**src/design/prq_pkg.sv**
```systemverilog
package prq_pkg;

    // fixed widths of the channel fields
    localparam int OP_W       = 1;
    localparam int IN_TAG_W   = 8;
    localparam int IN_PRIO_W  = 8;
    localparam int STATUS_W   = 2;
    localparam int OUT_TAG_W  = 8;
    localparam int OUT_PRIO_W = 8;
    localparam int HELD_W     = 4;

    // defaults for the top level parameters
    localparam int DEF_QUEUE_DEPTH   = 8;
    localparam int DEF_TAG_BITS      = 8;
    localparam int DEF_PRIORITY_BITS = 8;

    localparam logic [OP_W-1:0] OP_INSERT = 1'b0;
    localparam logic [OP_W-1:0] OP_REMOVE = 1'b1;

    typedef enum logic [STATUS_W-1:0] {
        ST_DONE  = 2'd0,
        ST_FULL  = 2'd1,
        ST_EMPTY = 2'd2
    } t_status;

    // controller -> datapath
    typedef struct packed {
        logic load;     // request taken this cycle: update queue, load result
    } t_dp_cmd;

    // datapath -> top
    typedef struct packed {
        logic full;
        logic empty;
    } t_dp_stat;

endpackage

```
**src/design/prq_ctrl.sv**
```systemverilog
module prq_ctrl (
    input  logic              i_clk,
    input  logic              i_rst_n,
    input  logic              i_valid,
    output logic              o_ready,
    output logic              o_valid,
    input  logic              i_ready,
    output prq_pkg::t_dp_cmd  o_cmd
);
    import prq_pkg::*;

    typedef enum logic {
        S_IDLE,     // result register empty
        S_HOLD      // result waiting for the receiver
    } t_state;

    t_state r_state;
    t_state n_state;
    logic   take;

    // a new request can enter whenever the result register is free or drains now
    assign o_ready    = (r_state == S_IDLE) || i_ready;
    assign take       = i_valid && o_ready;
    assign o_valid    = (r_state == S_HOLD);
    assign o_cmd.load = take;

    always_comb begin
        n_state = r_state;
        unique case (r_state)
            S_IDLE: begin
                if (take) n_state = S_HOLD;
            end
            S_HOLD: begin
                if (i_ready && !take) n_state = S_IDLE;
            end
            default: n_state = S_IDLE;
        endcase
    end

    always_ff @(posedge i_clk) begin
        if (!i_rst_n) begin
            r_state <= S_IDLE;
        end else begin
            r_state <= n_state;
        end
    end

endmodule

```
**src/design/prq_datapath.sv**
```systemverilog
module prq_datapath #(
    parameter int QUEUE_DEPTH   = prq_pkg::DEF_QUEUE_DEPTH,
    parameter int TAG_BITS      = prq_pkg::DEF_TAG_BITS,
    parameter int PRIORITY_BITS = prq_pkg::DEF_PRIORITY_BITS
) (
    input  logic                             i_clk,
    input  logic                             i_rst_n,
    input  prq_pkg::t_dp_cmd                 i_cmd,
    output prq_pkg::t_dp_stat                o_stat,
    input  logic [prq_pkg::OP_W-1:0]         i_operation,
    input  logic [prq_pkg::IN_TAG_W-1:0]     i_task_tag,
    input  logic [prq_pkg::IN_PRIO_W-1:0]    i_task_priority,
    output logic [prq_pkg::STATUS_W-1:0]     o_status,
    output logic [prq_pkg::OUT_TAG_W-1:0]    o_out_tag,
    output logic [prq_pkg::OUT_PRIO_W-1:0]   o_out_priority,
    output logic [prq_pkg::HELD_W-1:0]       o_held_count
);
    import prq_pkg::*;

    localparam int CNT_W  = $clog2(QUEUE_DEPTH + 1);
    localparam int TIN_W  = (TAG_BITS > IN_TAG_W) ? TAG_BITS : IN_TAG_W;
    localparam int PIN_W  = (PRIORITY_BITS > IN_PRIO_W) ? PRIORITY_BITS : IN_PRIO_W;
    localparam int TOUT_W = (TAG_BITS > OUT_TAG_W) ? TAG_BITS : OUT_TAG_W;
    localparam int POUT_W = (PRIORITY_BITS > OUT_PRIO_W) ? PRIORITY_BITS : OUT_PRIO_W;
    localparam int HOUT_W = (CNT_W > HELD_W) ? CNT_W : HELD_W;

    // cell row, slot 0 is the head
    logic [TAG_BITS-1:0]      r_tag   [QUEUE_DEPTH];
    logic [PRIORITY_BITS-1:0] r_prio  [QUEUE_DEPTH];
    logic [QUEUE_DEPTH-1:0]   r_valid;
    logic [CNT_W-1:0]         r_count;

    logic [TAG_BITS-1:0]      n_tag   [QUEUE_DEPTH];
    logic [PRIORITY_BITS-1:0] n_prio  [QUEUE_DEPTH];
    logic [QUEUE_DEPTH-1:0]   n_valid;
    logic [CNT_W-1:0]         n_count;

    logic [TAG_BITS-1:0]      up_tag  [QUEUE_DEPTH];
    logic [PRIORITY_BITS-1:0] up_prio [QUEUE_DEPTH];
    logic [TAG_BITS-1:0]      dn_tag  [QUEUE_DEPTH];
    logic [PRIORITY_BITS-1:0] dn_prio [QUEUE_DEPTH];

    logic [QUEUE_DEPTH:0]     ge_ext;   // bit i+1: cell i stays ahead of the new entry
    logic [TIN_W-1:0]         tag_in_w;
    logic [PIN_W-1:0]         prio_in_w;
    logic [TAG_BITS-1:0]      new_tag;
    logic [PRIORITY_BITS-1:0] new_prio;
    logic [TOUT_W-1:0]        head_tag_w;
    logic [POUT_W-1:0]        head_prio_w;
    logic [HOUT_W-1:0]        count_w;

    logic     is_remove;
    logic     do_insert;
    logic     do_remove;
    t_status  res_status;

    logic [STATUS_W-1:0]   r_status;
    logic [OUT_TAG_W-1:0]  r_out_tag;
    logic [OUT_PRIO_W-1:0] r_out_prio;
    logic [HELD_W-1:0]     r_held;

    assign tag_in_w  = TIN_W'(i_task_tag);
    assign prio_in_w = PIN_W'(i_task_priority);
    assign new_tag   = tag_in_w[TAG_BITS-1:0];
    assign new_prio  = prio_in_w[PRIORITY_BITS-1:0];

    assign o_stat.full  = r_valid[QUEUE_DEPTH-1];
    assign o_stat.empty = !r_valid[0];

    assign is_remove = (i_operation == OP_REMOVE);
    assign do_insert = i_cmd.load && !is_remove && !o_stat.full;
    assign do_remove = i_cmd.load && is_remove && !o_stat.empty;

    // neighbor views of the row
    always_comb begin
        up_tag[0]  = '0;
        up_prio[0] = '0;
        for (int i = 1; i < QUEUE_DEPTH; i++) begin
            up_tag[i]  = r_tag[i-1];
            up_prio[i] = r_prio[i-1];
        end
        for (int i = 0; i < QUEUE_DEPTH - 1; i++) begin
            dn_tag[i]  = r_tag[i+1];
            dn_prio[i] = r_prio[i+1];
        end
        dn_tag[QUEUE_DEPTH-1]  = '0;
        dn_prio[QUEUE_DEPTH-1] = '0;
    end

    // all cells compare against the new priority at once
    always_comb begin
        ge_ext[0] = 1'b1;
        for (int i = 0; i < QUEUE_DEPTH; i++) begin
            ge_ext[i+1] = r_valid[i] && (r_prio[i] >= new_prio);
        end
    end

    always_comb begin
        for (int i = 0; i < QUEUE_DEPTH; i++) begin
            n_tag[i]  = r_tag[i];
            n_prio[i] = r_prio[i];
        end
        n_valid = r_valid;
        n_count = r_count;
        if (do_insert) begin
            for (int i = 0; i < QUEUE_DEPTH; i++) begin
                if (ge_ext[i+1]) begin
                    n_tag[i]  = r_tag[i];
                    n_prio[i] = r_prio[i];
                end else if (ge_ext[i]) begin
                    n_tag[i]  = new_tag;
                    n_prio[i] = new_prio;
                end else begin
                    n_tag[i]  = up_tag[i];
                    n_prio[i] = up_prio[i];
                end
            end
            n_valid = {r_valid[QUEUE_DEPTH-2:0], 1'b1} | r_valid;
            n_count = r_count + CNT_W'(1);
        end else if (do_remove) begin
            for (int i = 0; i < QUEUE_DEPTH; i++) begin
                n_tag[i]  = dn_tag[i];
                n_prio[i] = dn_prio[i];
            end
            n_valid = {1'b0, r_valid[QUEUE_DEPTH-1:1]};
            n_count = r_count - CNT_W'(1);
        end
    end

    always_comb begin
        if (i_cmd.load && !is_remove && o_stat.full) begin
            res_status = ST_FULL;
        end else if (i_cmd.load && is_remove && o_stat.empty) begin
            res_status = ST_EMPTY;
        end else begin
            res_status = ST_DONE;
        end
    end

    assign head_tag_w  = TOUT_W'(r_tag[0]);
    assign head_prio_w = POUT_W'(r_prio[0]);
    assign count_w     = HOUT_W'(n_count);

    always_ff @(posedge i_clk) begin
        if (!i_rst_n) begin
            r_valid <= '0;
            r_count <= '0;
        end else begin
            r_valid <= n_valid;
            r_count <= n_count;
        end
    end

    always_ff @(posedge i_clk) begin
        for (int i = 0; i < QUEUE_DEPTH; i++) begin
            r_tag[i]  <= n_tag[i];
            r_prio[i] <= n_prio[i];
        end
        if (i_cmd.load) begin
            r_status   <= res_status;
            r_out_tag  <= do_remove ? head_tag_w[OUT_TAG_W-1:0] : '0;
            r_out_prio <= do_remove ? head_prio_w[OUT_PRIO_W-1:0] : '0;
            r_held     <= count_w[HELD_W-1:0];
        end
    end

    assign o_status       = r_status;
    assign o_out_tag      = r_out_tag;
    assign o_out_priority = r_out_prio;
    assign o_held_count   = r_held;

endmodule

```
**src/design/priority_ready_queue.sv**
```systemverilog
// Sorted ready queue for a task scheduler.
// Input channel (i_valid/o_ready): one request per transfer. i_operation
// selects insert (tag + priority) or remove of the highest-priority entry.
// Entries stay in descending priority; equal priorities leave in arrival order.
// Output channel (o_valid/i_ready): exactly one result per request, carrying
// o_status (done, full, empty), the removed tag/priority (zero otherwise) and
// the entry count after the operation.
// Latency: the result is valid the cycle after the request is taken.
// Throughput: one request per cycle. All cells compare and shift in parallel
// in the same cycle, and a single result register sits on the output.
// A stalled receiver keeps the result register full; o_ready then follows
// i_ready, so a new request is taken exactly when the old result drains.
// Reset (synchronous, active low) empties the queue and the result register.
// Full queue: an insert is refused with status full and nothing changes.
// Empty queue: a remove returns status empty and nothing changes.
module priority_ready_queue #(
    parameter int QUEUE_DEPTH   = prq_pkg::DEF_QUEUE_DEPTH,
    parameter int TAG_BITS      = prq_pkg::DEF_TAG_BITS,
    parameter int PRIORITY_BITS = prq_pkg::DEF_PRIORITY_BITS
) (
    input  logic                             i_clk,
    input  logic                             i_rst_n,
    input  logic                             i_valid,
    output logic                             o_ready,
    input  logic [prq_pkg::OP_W-1:0]         i_operation,
    input  logic [prq_pkg::IN_TAG_W-1:0]     i_task_tag,
    input  logic [prq_pkg::IN_PRIO_W-1:0]    i_task_priority,
    output logic                             o_valid,
    input  logic                             i_ready,
    output logic [prq_pkg::STATUS_W-1:0]     o_status,
    output logic [prq_pkg::OUT_TAG_W-1:0]    o_out_tag,
    output logic [prq_pkg::OUT_PRIO_W-1:0]   o_out_priority,
    output logic [prq_pkg::HELD_W-1:0]       o_held_count
);
    import prq_pkg::*;

    t_dp_cmd  cmd;
    t_dp_stat stat;

    prq_ctrl u_ctrl (
        .i_clk   (i_clk),
        .i_rst_n (i_rst_n),
        .i_valid (i_valid),
        .o_ready (o_ready),
        .o_valid (o_valid),
        .i_ready (i_ready),
        .o_cmd   (cmd)
    );

    prq_datapath #(
        .QUEUE_DEPTH   (QUEUE_DEPTH),
        .TAG_BITS      (TAG_BITS),
        .PRIORITY_BITS (PRIORITY_BITS)
    ) u_dp (
        .i_clk           (i_clk),
        .i_rst_n         (i_rst_n),
        .i_cmd           (cmd),
        .o_stat          (stat),
        .i_operation     (i_operation),
        .i_task_tag      (i_task_tag),
        .i_task_priority (i_task_priority),
        .o_status        (o_status),
        .o_out_tag       (o_out_tag),
        .o_out_priority  (o_out_priority),
        .o_held_count    (o_held_count)
    );

    // a row can never be full and empty at once
    a_full_empty: assert property (@(posedge i_clk) disable iff (!i_rst_n)
        !(stat.full && stat.empty))
        else $error("queue reports full and empty together");

    // removal from a nonempty queue succeeds and shows up next cycle
    a_remove_done: assert property (@(posedge i_clk) disable iff (!i_rst_n)
        (cmd.load && (i_operation == OP_REMOVE) && !stat.empty)
        |=> (o_valid && (o_status == ST_DONE)))
        else $error("remove on nonempty queue not reported done");

    // refused insert leaves the queue full and reports it
    a_insert_full: assert property (@(posedge i_clk) disable iff (!i_rst_n)
        (cmd.load && (i_operation == OP_INSERT) && stat.full)
        |=> (stat.full && (o_status == ST_FULL) && (o_out_tag == '0)))
        else $error("insert into full queue mishandled");

    // remove on empty keeps the queue empty with zero payload
    a_remove_empty: assert property (@(posedge i_clk) disable iff (!i_rst_n)
        (cmd.load && (i_operation == OP_REMOVE) && stat.empty)
        |=> (stat.empty && (o_status == ST_EMPTY) && (o_out_priority == '0)))
        else $error("remove on empty queue mishandled");

endmodule
```
**config.mk**
```make
export PLATFORM = sky130hd
export DESIGN_NAME = priority_ready_queue
export DESIGN_NICKNAME = d
export VERILOG_FILES = /design/src/design/prq_pkg.sv /design/src/design/prq_ctrl.sv /design/src/design/prq_datapath.sv /design/src/design/priority_ready_queue.sv
export SDC_FILE = /design/constraint.sdc
export NUM_CORES = 1
export LEC_CHECK = 0
export BUFFER_PORTS_ARGS = -buffer_cell sky130_fd_sc_hd__buf_2
export CAP_MARGIN = 5
export CORE_MARGIN = 1
export CORE_UTILIZATION = 62
export DETAILED_ROUTE_END_ITERATION = 8
export PLACE_DENSITY = 0.76
export SLEW_MARGIN = 20
export SYNTH_ARGS = -nofsm -noshare
export SYNTH_HDL_FRONTEND = slang
export SYNTH_SLANG_ARGS = --single-unit
```
**constraint.sdc**
```tcl
create_clock -name i_clk -period 4 [get_ports i_clk]
set_input_delay 0.6 -clock i_clk [delete_from_list [all_inputs] [get_ports i_clk]]
set_output_delay 0.6 -clock i_clk [all_outputs]
set_load 0.01 [all_outputs]
```
== Yosys cells after proc, flatten, opt, wreduce, memory -nomap -nowiden ==
Memory sizes are Yosys's and may differ from the RTL's.
Cells that the tools add are included.

* Muxes and demuxes: 42
* Order comparisons: 8
* Add/subtract/negate cells: 2
* Bitwise gates (word level): 2
* Reductions and logical operators: 22

{| class="wikitable"
|+ Operators by type and width
! operator !! count
|-
| 64-bit 2-to-1 mux || 4
|-
| 8-bit 2-to-1 mux || 32
|-
| 8-bit >= comparator || 8
|-
| 1-bit logical AND || 16
|-
| 4-bit 2-to-1 mux || 2
|-
| 8-bit bitwise OR || 1
|-
| 4-bit by 1-bit adder with 4-bit output (second input constant) || 1
|-
| 1-bit logical NOT || 4
|-
| 4-bit by 1-bit subtractor with 4-bit output (second input constant) || 1
|-
| 1-bit 2-to-1 mux || 2
|-
| 2-bit 2-to-1 mux || 1
|-
| 1-bit one-hot mux with 2 select lines || 1
|-
| 2-bit nonzero test || 1
|-
| 1-bit logical OR || 1
|-
| 1-bit inverter || 1
|}

* Memory bits (writable): 128
* Logic and storage cells: 85
* Memories kept: 2
* Register bits: 35
* Output and inout bits: 24

{| class="wikitable"
|+ Memory list
! memory !! depth !! width !! read ports !! clocked after Yosys merged registers in !! write ports !! RTL line !! source
|-
| u_dp.r_prio || 8 || 8 || 8 || 0 || 8 || prq_datapath.sv:29 || <nowiki>logic [PRIORITY_BITS-1:0] r_prio [QUEUE_DEPTH];</nowiki>
|-
| u_dp.r_tag || 8 || 8 || 8 || 0 || 8 || prq_datapath.sv:28 || <nowiki>logic [TAG_BITS-1:0] r_tag [QUEUE_DEPTH];</nowiki>
|}

== Logic depth before layout (Yosys ltp) ==
Gate-level depths: netlist of the first run.

* Depth after elaboration: 7
* Mapped depth: 9
* Depth with buffers taken out: 7

== Cells and area by module ==
Synthesis of the first run repeated with hierarchy kept, for this count alone.

* Cell total of the unflattened synthesis: 801
* Area, all modules: 8996.1 sq um

{| class="wikitable"
|+ Modules (own cells, without submodules)
! module !! area each (sq um) !! instances !! cells each
|-
| prq_datapath || 8938.6 || 1 || 796
|-
| prq_ctrl || 57.6 || 1 || 5
|}

== Least setup slack after synthesis of the first run ==
Ideal clock, no wire load.

* Path kind: input-to-reg
* Start point: input port i_ready
* End point: memory u_dp.r_prio[0][16] (netlist name), enable pin
* Required time: 3.586 ns
* Stages on the path: 6
* Arrival: 2.859 ns
* Slack: 0.727 ns
* Cells stage by stage: and2b_1 > inv_2 > nand3_1 > buf_2 > buf_1 > o31ai_1

{| class="wikitable"
|+ RTL lines
! item !! RTL line !! source
|-
| from (decl) || priority_ready_queue.sv:29 || <nowiki>input logic i_ready,</nowiki>
|-
| to (decl) || prq_datapath.sv:29 ||
|}

==> flow_summary.ini, run 1 <==
[outcome]
status = complete, no violations

[cells_and_area]
layout_commonest_cell = edfxtp_1
drive_above_1_share = 0.1314
area_growth_pct = 10.69
mostFrequentLayoutCells = edfxtp_1, nand2_1, o211ai_1
nets = 944
antenna_cells = 0

[clocking]
cts_setup_buffers = 0
ctsResizeCount = 0
cts_buffers = 17
htree_num_levels = 4
cts_max_path_buffers = 2
clockRootBuffer = clkbuf_16
path_clk_slew_ns = 0.06
cts_hold_buf = 0
clk_latency_ns = 0.43
clock_sinks = 163
cts_tree = yes

[global_routing]
gr-total-overflow = 0
track_usage = 0.3327
grt_pass1_wl_um = 37040
grt_pass1_vias = 6858
grt_max_degree = 127
antenna_found_initial = 0

[yosys]
synth_cell_types = 57
ys_seq_area_frac = 0.5244
synthTopCellsByArea = edfxtp_1, ha_1, nand2_1
syn_avg_cell_area_um2 = 10.89
synth-async-reset-ratio = 0
synth.top_cell.area_share = 0.4957
syn_inst = 834
synthMuxAreaShare = 0.01763
synth_seq_cells = 163
synthAdderAreaFrac = 0.07987
netlist_area_um2 = 9086
synth_top_family_by_area = simple AND/OR/NAND/NOR gates
synth_warnings = 0
synth-xor-area-share = 0.002892
synthFlopType = edfxtp_1
synth_compound_area_frac = 0.1595
synth_top_area_cell = edfxtp_1
syn_nets = 913
synth_edf_count = 150
synth-simple-area-share = 0.1710

[timing]
slew_headroom = 0.4080
finalCritPeriodShare = 0.6982
hold_viol_final = 0
fmax_ghz = 0.3581
grt_setup_unrepaired = no
maxSlewViolCount = 0
finalSetupViolCount = 0
skew_ns = 0.01038
holdWs_ns = 0.5196
tightest_slew_ns = 0.8870
min_period_ns = 2.793
setup_tns_ns = 0

[setup_path]
path_class = input pin to flop
crit_fanout = 18
cp-start-kind = input pin
cp_slowest_stage_delay_ns = 0.51
path_cells = buf_2, inv_1, ha_1, and3_4, o21ai_4, a31oi_4, or2_1, o21ai_1, buf_4
cp-end-kind = flop
path_buf_inv = 3
cp.required_ns = 4.12
cp_slowest_cell = or2_1
critPathTopFamily = simple AND/OR/NAND/NOR gates
crit_arrival_ns = 2.91

[die]
start_util = 0.6446
die_area_um2 = 15140
io_pins = 45
die_y_um = 123.1
dieWidth_um = 123.1
core_um2 = 14100
rows = 43

[route]
ant_nets = 0
drc = 0
dr.pass1.iters = 5
drt_iter0_markers = 951
drt_wl_total_um = 23700
vias = 7180
via_per_inst = 6.806
wl_per_cell_um = 22.46

[hold_path]
hp-class = input pin to flop

[power]
power_density_nw_per_um2 = 420.4
seq_power_share = 0.493
switchingPower_w = 0.001096
peakVddDrop_v = 0.0003249
p_int_w = 0.003132
power_w = 0.004228
p_leak_nw = 3.888
combPwrFrac = 0.132
clockPowerShare = 0.375
switching_share = 0.2592

[place]
routabilityCongestion = 0.8970
portBuffers = 44
place_hpwl_um = 16750

[flow_run]
maxCapViolations = 0
[final timing paths]
path,start,to,slack [ns],cells after the start
worst max-delay path,i_task_priority[2],u_dp.r_tag[1][8],1.21,9
worst min-delay path,i_operation,u_dp.o_status[0],0.52,2
worst max register to register,u_dp.r_prio[1][15],u_dp.r_tag[1][8],1.27,7
worst min register to register,u_dp.r_prio[1][31],u_dp.r_prio[1][23],0.55,1
[flip-flops by register name, summed over array words and instances (netlist names)]
| name | flops |
|---|---|
| u_dp.r_prio | 64 |
| u_dp.r_tag | 64 |
| u_dp.o_out_priority | 8 |
| u_dp.o_out_tag | 8 |
| u_dp.r_valid | 8 |
| u_dp.o_held_count | 4 |
| u_dp.r_count | 4 |
| u_dp.o_status | 2 |
| u_ctrl.o_valid | 1 |
[synthesized netlist by cell type, types with 6 or more instances]
cell type and number:
inv_1 36, nor2_1 18, nor2b_1 6, a31oi_1 8, nor3_1 18, clkbuf_1 27
o21ai_1 6, mux2i_1 16, buf_2 19, a221o_1 30, and3_1 6, a21oi_1 26
a22oi_1 6, nand3_1 29, o21ai_0 22, o211ai_1 61, and2_1 30, nor4_1 13
nand4_1 48, edfxtp_1 150, ha_1 58, nand2_1 127, dfxtp_1 13
[stage by stage]
| step | worst slack, ns | instance area, µm² | util | cells |
|---|---|---|---|---|
| floorplan | 0.7266 | 9086 | - | 834 |
| global placement | 0.8633 | 9494 | 0.6735 | 1026 |
| detailed placement | 0.7982 | 9494 | 0.6735 | 1026 |
| CTS | 1.226 | 10060 | 0.7135 | 1055 |
| global route | 1.026 | 10060 | 0.7135 | 1055 |
| finish | 1.207 | 10060 | 0.7135 | 1055 |
[power groups by stage]
| stage | combinational [W] | sequential (W) | clock, W |
|---|---|---|---|
| after floorplan | 0.000381 | 0.00210 | 0 |
| after global placement | 0.000517 | 0.00211 | 0 |
| after global routing | 0.000615 | 0.00210 | 0.00166 |
| final | 0.000557 | 0.00209 | 0.00158 |
| after CTS | 0.000547 | 0.00208 | 0.00160 |
| after detailed placement | 0.000540 | 0.00212 | 0 |
[kinds of logic after synthesis]
group | after synthesis
AO/OA/AOI/OAI | 189
XOR/XNOR | 3
adder cells (fa/ha/maj) | 58
buffers and inverters | 92
flip-flops | 163
multiplexers | 16
AND/OR/NAND/NOR | 313
[cell type report]
type                    count  area, µm²
clock buffers              18      429.2
fillers                  1031       4039
flip-flops and latches    163       4765
repair buffers             67      417.9
well taps                 180      225.2
inverters                  37      138.9
clock inverters            11      133.9
multi-input cells         579       3948
[routing by layer]
metal  up-vias  part of all wire  wire, µm  track usage
met3        48             0.090      2133      0.08026
met4         0             0.025       598       0.1175
li1       3292                 -         -            -
met2       376              0.45     10580       0.4961
met1      3464              0.44     10390       0.4743
met5         -                 0         0            0
No activity file was read; power rests on OpenSTA's default activity.
==> run 2, diff against run 1 <==
--- a/config.mk
+++ b/config.mk
@@ -5,12 +5,13 @@
 export SDC_FILE = /design/constraint.sdc
 export NUM_CORES = 1
 export LEC_CHECK = 0
+export ABC_AREA = 1
 export BUFFER_PORTS_ARGS = -buffer_cell sky130_fd_sc_hd__buf_2
 export CAP_MARGIN = 5
 export CORE_MARGIN = 1
-export CORE_UTILIZATION = 62
+export CORE_UTILIZATION = 56
 export DETAILED_ROUTE_END_ITERATION = 8
-export PLACE_DENSITY = 0.76
+export PLACE_DENSITY = 0.73
 export SLEW_MARGIN = 20
 export SYNTH_ARGS = -nofsm -noshare
 export SYNTH_HDL_FRONTEND = slang
==> constraint.sdc (replaced) <==
create_clock -name i_clk -period 2.3 [get_ports i_clk]
set_input_delay 0.345 -clock i_clk [delete_from_list [all_inputs] [get_ports i_clk]]
set_output_delay 0.345 -clock i_clk [all_outputs]
set_load 0.01 [all_outputs]
==> run 2 against run 1 <==
  * Register-to-register slack got worse by 0.99 ns
  * Highest routed layer unchanged
  * Critical path depth increased by 1
  * Sequential share of layout area decreased by 3.3 points
  * Count of clock-buffer cells in the layout grew 3
==> flow_summary.ini, run 2 <==
[place]
place_ws_ns = 0.04488
portBuffers = 44
placed_area_um2 = 10240
routabilityCongestion = 0.8016
place_hpwl_um = 15640

[yosys]
synth_warnings = 0
ys_seq_area_frac = 0.4997
synth_seq_cells = 163
synth.top_cell.area_share = 0.4724
syn_nets = 1277
syn_inst = 1198
synthTopCellsByArea = edfxtp_1, nand2_1, ha_1
synth_top_area_cell = edfxtp_1
synth_edf_count = 150
synth_cell_types = 28
synth_commonest_cells = nand2_1, edfxtp_1, inv_1, nor2_1, ha_1
syn_avg_cell_area_um2 = 7.958
synth-async-reset-ratio = 0
synthFlopType = edfxtp_1
yosysMostFrequentCell = nand2_1
netlist_area_um2 = 9534

[timing]
finalCritPeriodShare = 0.8766
maxSlewViolCount = 0
skew_ns = 0.01001
holdWs_ns = 0.2103
setup_tns_ns = 0
grt_setup_unrepaired = no
fmax_ghz = 0.4960
slew_headroom = 0.7076
min_period_ns = 2.016
fin_ws_ns = 0.2838
hold_viol_final = 0
finalSetupViolCount = 0
tightest_slew_ns = 0.4382

[flow_run]
maxCapViolations = 0

[die]
die_y_um = 132.5
rows = 47
io_pins = 45
dieWidth_um = 132.5
die_area_um2 = 17550
start_util = 0.5749
core_um2 = 16580

[clocking]
ctsResizeCount = 0
cts_setup_buffers = 0
clk_latency_ns = 0.43
cts_tree = yes
cts_buffers = 17
cts_hold_buf = 0
cts_max_path_buffers = 2
path_clk_slew_ns = 0.06
clock_sinks = 163
clockRootBuffer = clkbuf_16
htree_num_levels = 4

[outcome]
status = complete, no violations

[route]
via_per_inst = 4.935
drt_iter0_markers = 565
drt_wl_total_um = 20770
ant_nets = 0
drc = 0
wl_per_cell_um = 13.82
dr.pass1.iters = 5
vias = 7418

[global_routing]
gr-total-overflow = 0
antenna_found_initial = 0
track_usage = 0.2489
grt_max_degree = 42
grt_pass1_vias = 6929
grt_pass1_wl_um = 34140

[setup_path]
crit_arrival_ns = 2.31
path_class = flop to flop
cp-end-kind = flop
crit_fanout = 10
cp-start-kind = flop
cp.required_ns = 2.59

[cells_and_area]
area_growth_pct = 13.36
mostFrequentLayoutCells = nand2_1, edfxtp_1, inv_1
finish.utilization = 0.6517
drive_above_1_share = 0.1200
antenna_cells = 0
fin_area_um2 = 10810
top_regs = u_dp.r_prio: 64 flops, u_dp.r_tag: 64 flops
layout_commonest_cell = nand2_1
nets = 1349

[power]
p_leak_nw = 5.831
peakVddDrop_v = 0.0005608
power_density_nw_per_um2 = 692.7

[hold_path]
hp-class = input pin to flop
==> run 2: cell types whose count changed after synthesis, sizes merged, moves of 10 or more <==
cell    before  now
a221o       30    0
and2        30    0
nor2        18   74
nand3b       0   10
mux2i       16    0
nand2      127  626
inv         37  147
a31oi       12    1
nand3       29   12
nand4       48    0
nor3        19    0
o211ai      63    1
clkbuf      27   14
nor4        13    0
==> run 2: worst paths after layout <==
| check | startpoint | cells past startpoint | slack [ns] | to |
|---|---|---|---|---|
| max | u_dp.r_prio[1][17] | 10 | 0.28 | u_dp.r_tag[1][25] |
| min | i_rst_n | 3 | 0.21 | u_dp.r_valid[6] |
| max reg2reg | u_dp.r_prio[1][17] | 10 | 0.28 | u_dp.r_tag[1][25] |
| min reg2reg | u_dp.r_tag[1][25] | 2 | 0.52 | u_dp.r_tag[1][17] |
==> run 2: logic make-up (layout without fill, tap and decap cells) <==
kind of cell | count (synthesis) | count (layout) | synth area share
AO/OA/AOI/OAI | 66 | 66 | 0.03976
flip-flops | 163 | 163 | 0.4997
AND/OR/NAND/NOR | 723 | 723 | 0.2975
XOR/XNOR | 3 | 3 | 0.002756
buffers and inverters | 185 | 270 | 0.08412
adder cells (fa/ha/maj) | 58 | 58 | 0.07612
==> run 2: critical path, cell delays in order, from the launching register on <==
cell and delay (ns):
edfxtp_1 0.44, ha_1 0.33, nand2_1 0.06, nand3b_1 0.08
nand2_1 0.05, nand2_1 0.08, nand2_1 0.08, a21oi_2 0.34
buf_4 0.25, nor2_1 0.06, nor2_1 0.11
==> run 2: metal layers <==
layer,up-vias,GRT usage,routed length [µm],share of wire
met5,-,0,0,0
met4,0,0.05939,181,0.0087
met3,14,0.04943,1143,0.055
met2,230,0.4018,9529,0.46
met1,3285,0.3466,9919,0.48
li1,3889,-,-,-
==> run 2: final cells by class <==
type	instances	area [µm²]
Fill cell	1422	5776
Sequential cell	163	4765
Multi-Input combinational cell	850	3971
Timing Repair Buffer	91	673.1
Inverter	147	551.8
Clock buffer	21	460.4
Tap cell	220	275.3
Clock inverter	11	111.4
==> run 2: metrics by stage <==
| stage | cells | power (W) |
|---|---|---|
| 2_1_floorplan | 1198 | 0.004398 |
| 3_3_place_gp | 1471 | 0.004705 |
| 3_5_place_dp | 1471 | 0.004753 |
| 4_1_cts | 1503 | 0.007512 |
| 5_1_grt | 1503 | 0.007803 |
| 6_report | 1503 | 0.007486 |
==> run 2: power by group <==
part / leakage [nW] / switching [W] / internal (W)
Clock: 0.286 / 0.00114 / 0.00164
Sequential: 1.53 / 0.0000984 / 0.00349
Combinational: 4.01 / 0.000709 / 0.000413
==> run 3, diff against run 2 <==
--- a/config.mk
+++ b/config.mk
@@ -8,10 +8,12 @@
 export ABC_AREA = 1
 export BUFFER_PORTS_ARGS = -buffer_cell sky130_fd_sc_hd__buf_2
 export CAP_MARGIN = 5
+export CORE_ASPECT_RATIO = 0.7
 export CORE_MARGIN = 1
 export CORE_UTILIZATION = 56
 export DETAILED_ROUTE_END_ITERATION = 8
 export PLACE_DENSITY = 0.73
+export RECOVER_POWER = 25
 export SLEW_MARGIN = 20
 export SYNTH_ARGS = -nofsm -noshare
 export SYNTH_HDL_FRONTEND = slang
==> run 3 against run 2 <==
  * Global-route usage up 2.9 points
  * Worst hold slack worse by 0.041 ns
  * Sequential share of layout area down 0.066 points
  * Combinational power about the same
  * Count of clock-buffer cells in the layout down 4
  * Core utilization up 0.45 points
  * Via count up 4.7%
  * Wire length up 7.7%
  * Critical path depth down 4
==> flow_summary.ini, run 3 (synthesized netlist as in run 2, its figures left out) <==
[setup_path]
cp.required_ns = 2.46
cp_slowest_cell = clkbuf_2
path_class = flop to flop
cp_slowest_stage_delay_ns = 0.35
cp-start-kind = flop
cp-end-kind = flop
crit_arrival_ns = 2.27
crit_fanout = 19
path_cells = a21oi_1, nand2_1, nor2_4, buf_4, clkbuf_2, o21ai_0

[global_routing]
track_usage = 0.2776
grt_max_degree = 52
grt_pass1_vias = 7322
gr-total-overflow = 0
antenna_found_initial = 0
grt_pass1_wl_um = 37610

[cells_and_area]
antenna_cells = 0
mostFrequentLayoutCells = nand2_1, edfxtp_1, inv_1
layout_commonest_cell = nand2_1
drive_above_1_share = 0.1029
nets = 1358
area_growth_pct = 13.53
top_regs = u_dp.r_prio: 64 flops, u_dp.r_tag: 64 flops

[timing]
min_period_ns = 2.113
hold_viol_final = 0
tightest_slew_ns = 0.9287
maxSlewViolCount = 0
fmax_ghz = 0.4733
slew_headroom = 0.3809
skew_ns = 0.01126
grt_setup_unrepaired = no
finalCritPeriodShare = 0.9186
finalSetupViolCount = 0
setup_tns_ns = 0

[clocking]
cts_setup_buffers = 0
htree_num_levels = 4
cts_max_path_buffers = 2
cts_tree = yes
clock_sinks = 163
path_clk_slew_ns = 0.07
cts_buffers = 17
clk_latency_ns = 0.43
clockRootBuffer = clkbuf_16
cts_hold_buf = 0
ctsResizeCount = 0

[die]
start_util = 0.5781
die_area_um2 = 17560
io_pins = 45
rows = 39
die_y_um = 111.2
dieWidth_um = 158.0
core_um2 = 16490

[place]
routabilityCongestion = 0.8565
place_hpwl_um = 16600
portBuffers = 44

[route]
ant_nets = 0
drc = 0
via_per_inst = 5.119
dr.pass1.iters = 5
wl_per_cell_um = 14.75
drt_wl_total_um = 22380
vias = 7765
drt_iter0_markers = 698

[power]
p_leak_nw = 5.785
power_density_nw_per_um2 = 708.5
power_w = 0.007668
peakVddDrop_v = 0.0004999

[outcome]
status = complete, no violations

[flow_run]
maxCapViolations = 0

[hold_path]
hp-class = input pin to flop
run 3: cell count changes in the layout (fill, tap and decap cells not counted), moves of 4 or more:
cell,delta
clkbuf_1,+26
inv_6,+5
clkinv_2,-5
buf_2,-24
buf_4,+4
run 3: area by class of cell:
cell class | count | area [µm²]
Inverter | 147 | 551.8
Timing Repair Buffer | 100 | 665.6
Clock buffer | 17 | 425.4
Fill cell | 1455 | 5669
Tap cell | 225 | 281.5
Sequential cell | 163 | 4765
Clock inverter | 15 | 177.7
Multi-Input combinational cell | 850 | 3958
run 3: path summary, 6_finish.rpt:
path | from | to | slack (ns) | depth (start not counted)
hold / removal | i_valid | u_ctrl.o_valid | 0.17 | 3
setup / recovery | u_ctrl.o_valid | u_dp.r_prio[0][3] | 0.19 | 6
setup reg to reg | u_ctrl.o_valid | u_dp.r_prio[0][3] | 0.19 | 6
hold reg to reg | u_ctrl.o_valid | u_ctrl.o_valid | 0.50 | 2
run 3: critical path: cells and delay by family, from the launching register on:
kind                   cells  cell delay (ns)
flip-flops                 1             0.32
AO/OA/AOI/OAI              2             0.47
buffers and inverters      2             0.68
AND/OR/NAND/NOR            2             0.36
run 3: per-stage QoR:
| step | util | worst slack [ns] | instances | hold slack (ns) | cell area, µm² |
|---|---|---|---|---|---|
| after floorplan | - | 0.005521 | 1198 | 0.4426 | 9538 |
| after global placement | 0.6236 | 0.1094 | 1485 | 0.4970 | 10280 |
| after detailed placement | 0.6236 | 0.05485 | 1485 | 0.5006 | 10280 |
| after CTS | 0.6601 | 0.2836 | 1517 | 0.1988 | 10890 |
| after global routing | 0.6563 | 0.07974 | 1517 | 0.1966 | 10820 |
| final | 0.6563 | 0.1872 | 1517 | 0.1695 | 10820 |
run 3: layer usage:
metal | wire, µm | track usage
met3 | 1945 | 0.05551
met1 | 11160 | 0.4353
met4 | 239 | 0.06859
met5 | 0 | 0
met2 | 9028 | 0.3868
run 3: power breakdown:
group          switching [W]  internal, W
sequential          0.000103      0.00349
combinational       0.000723     0.000406
clock                0.00123      0.00172
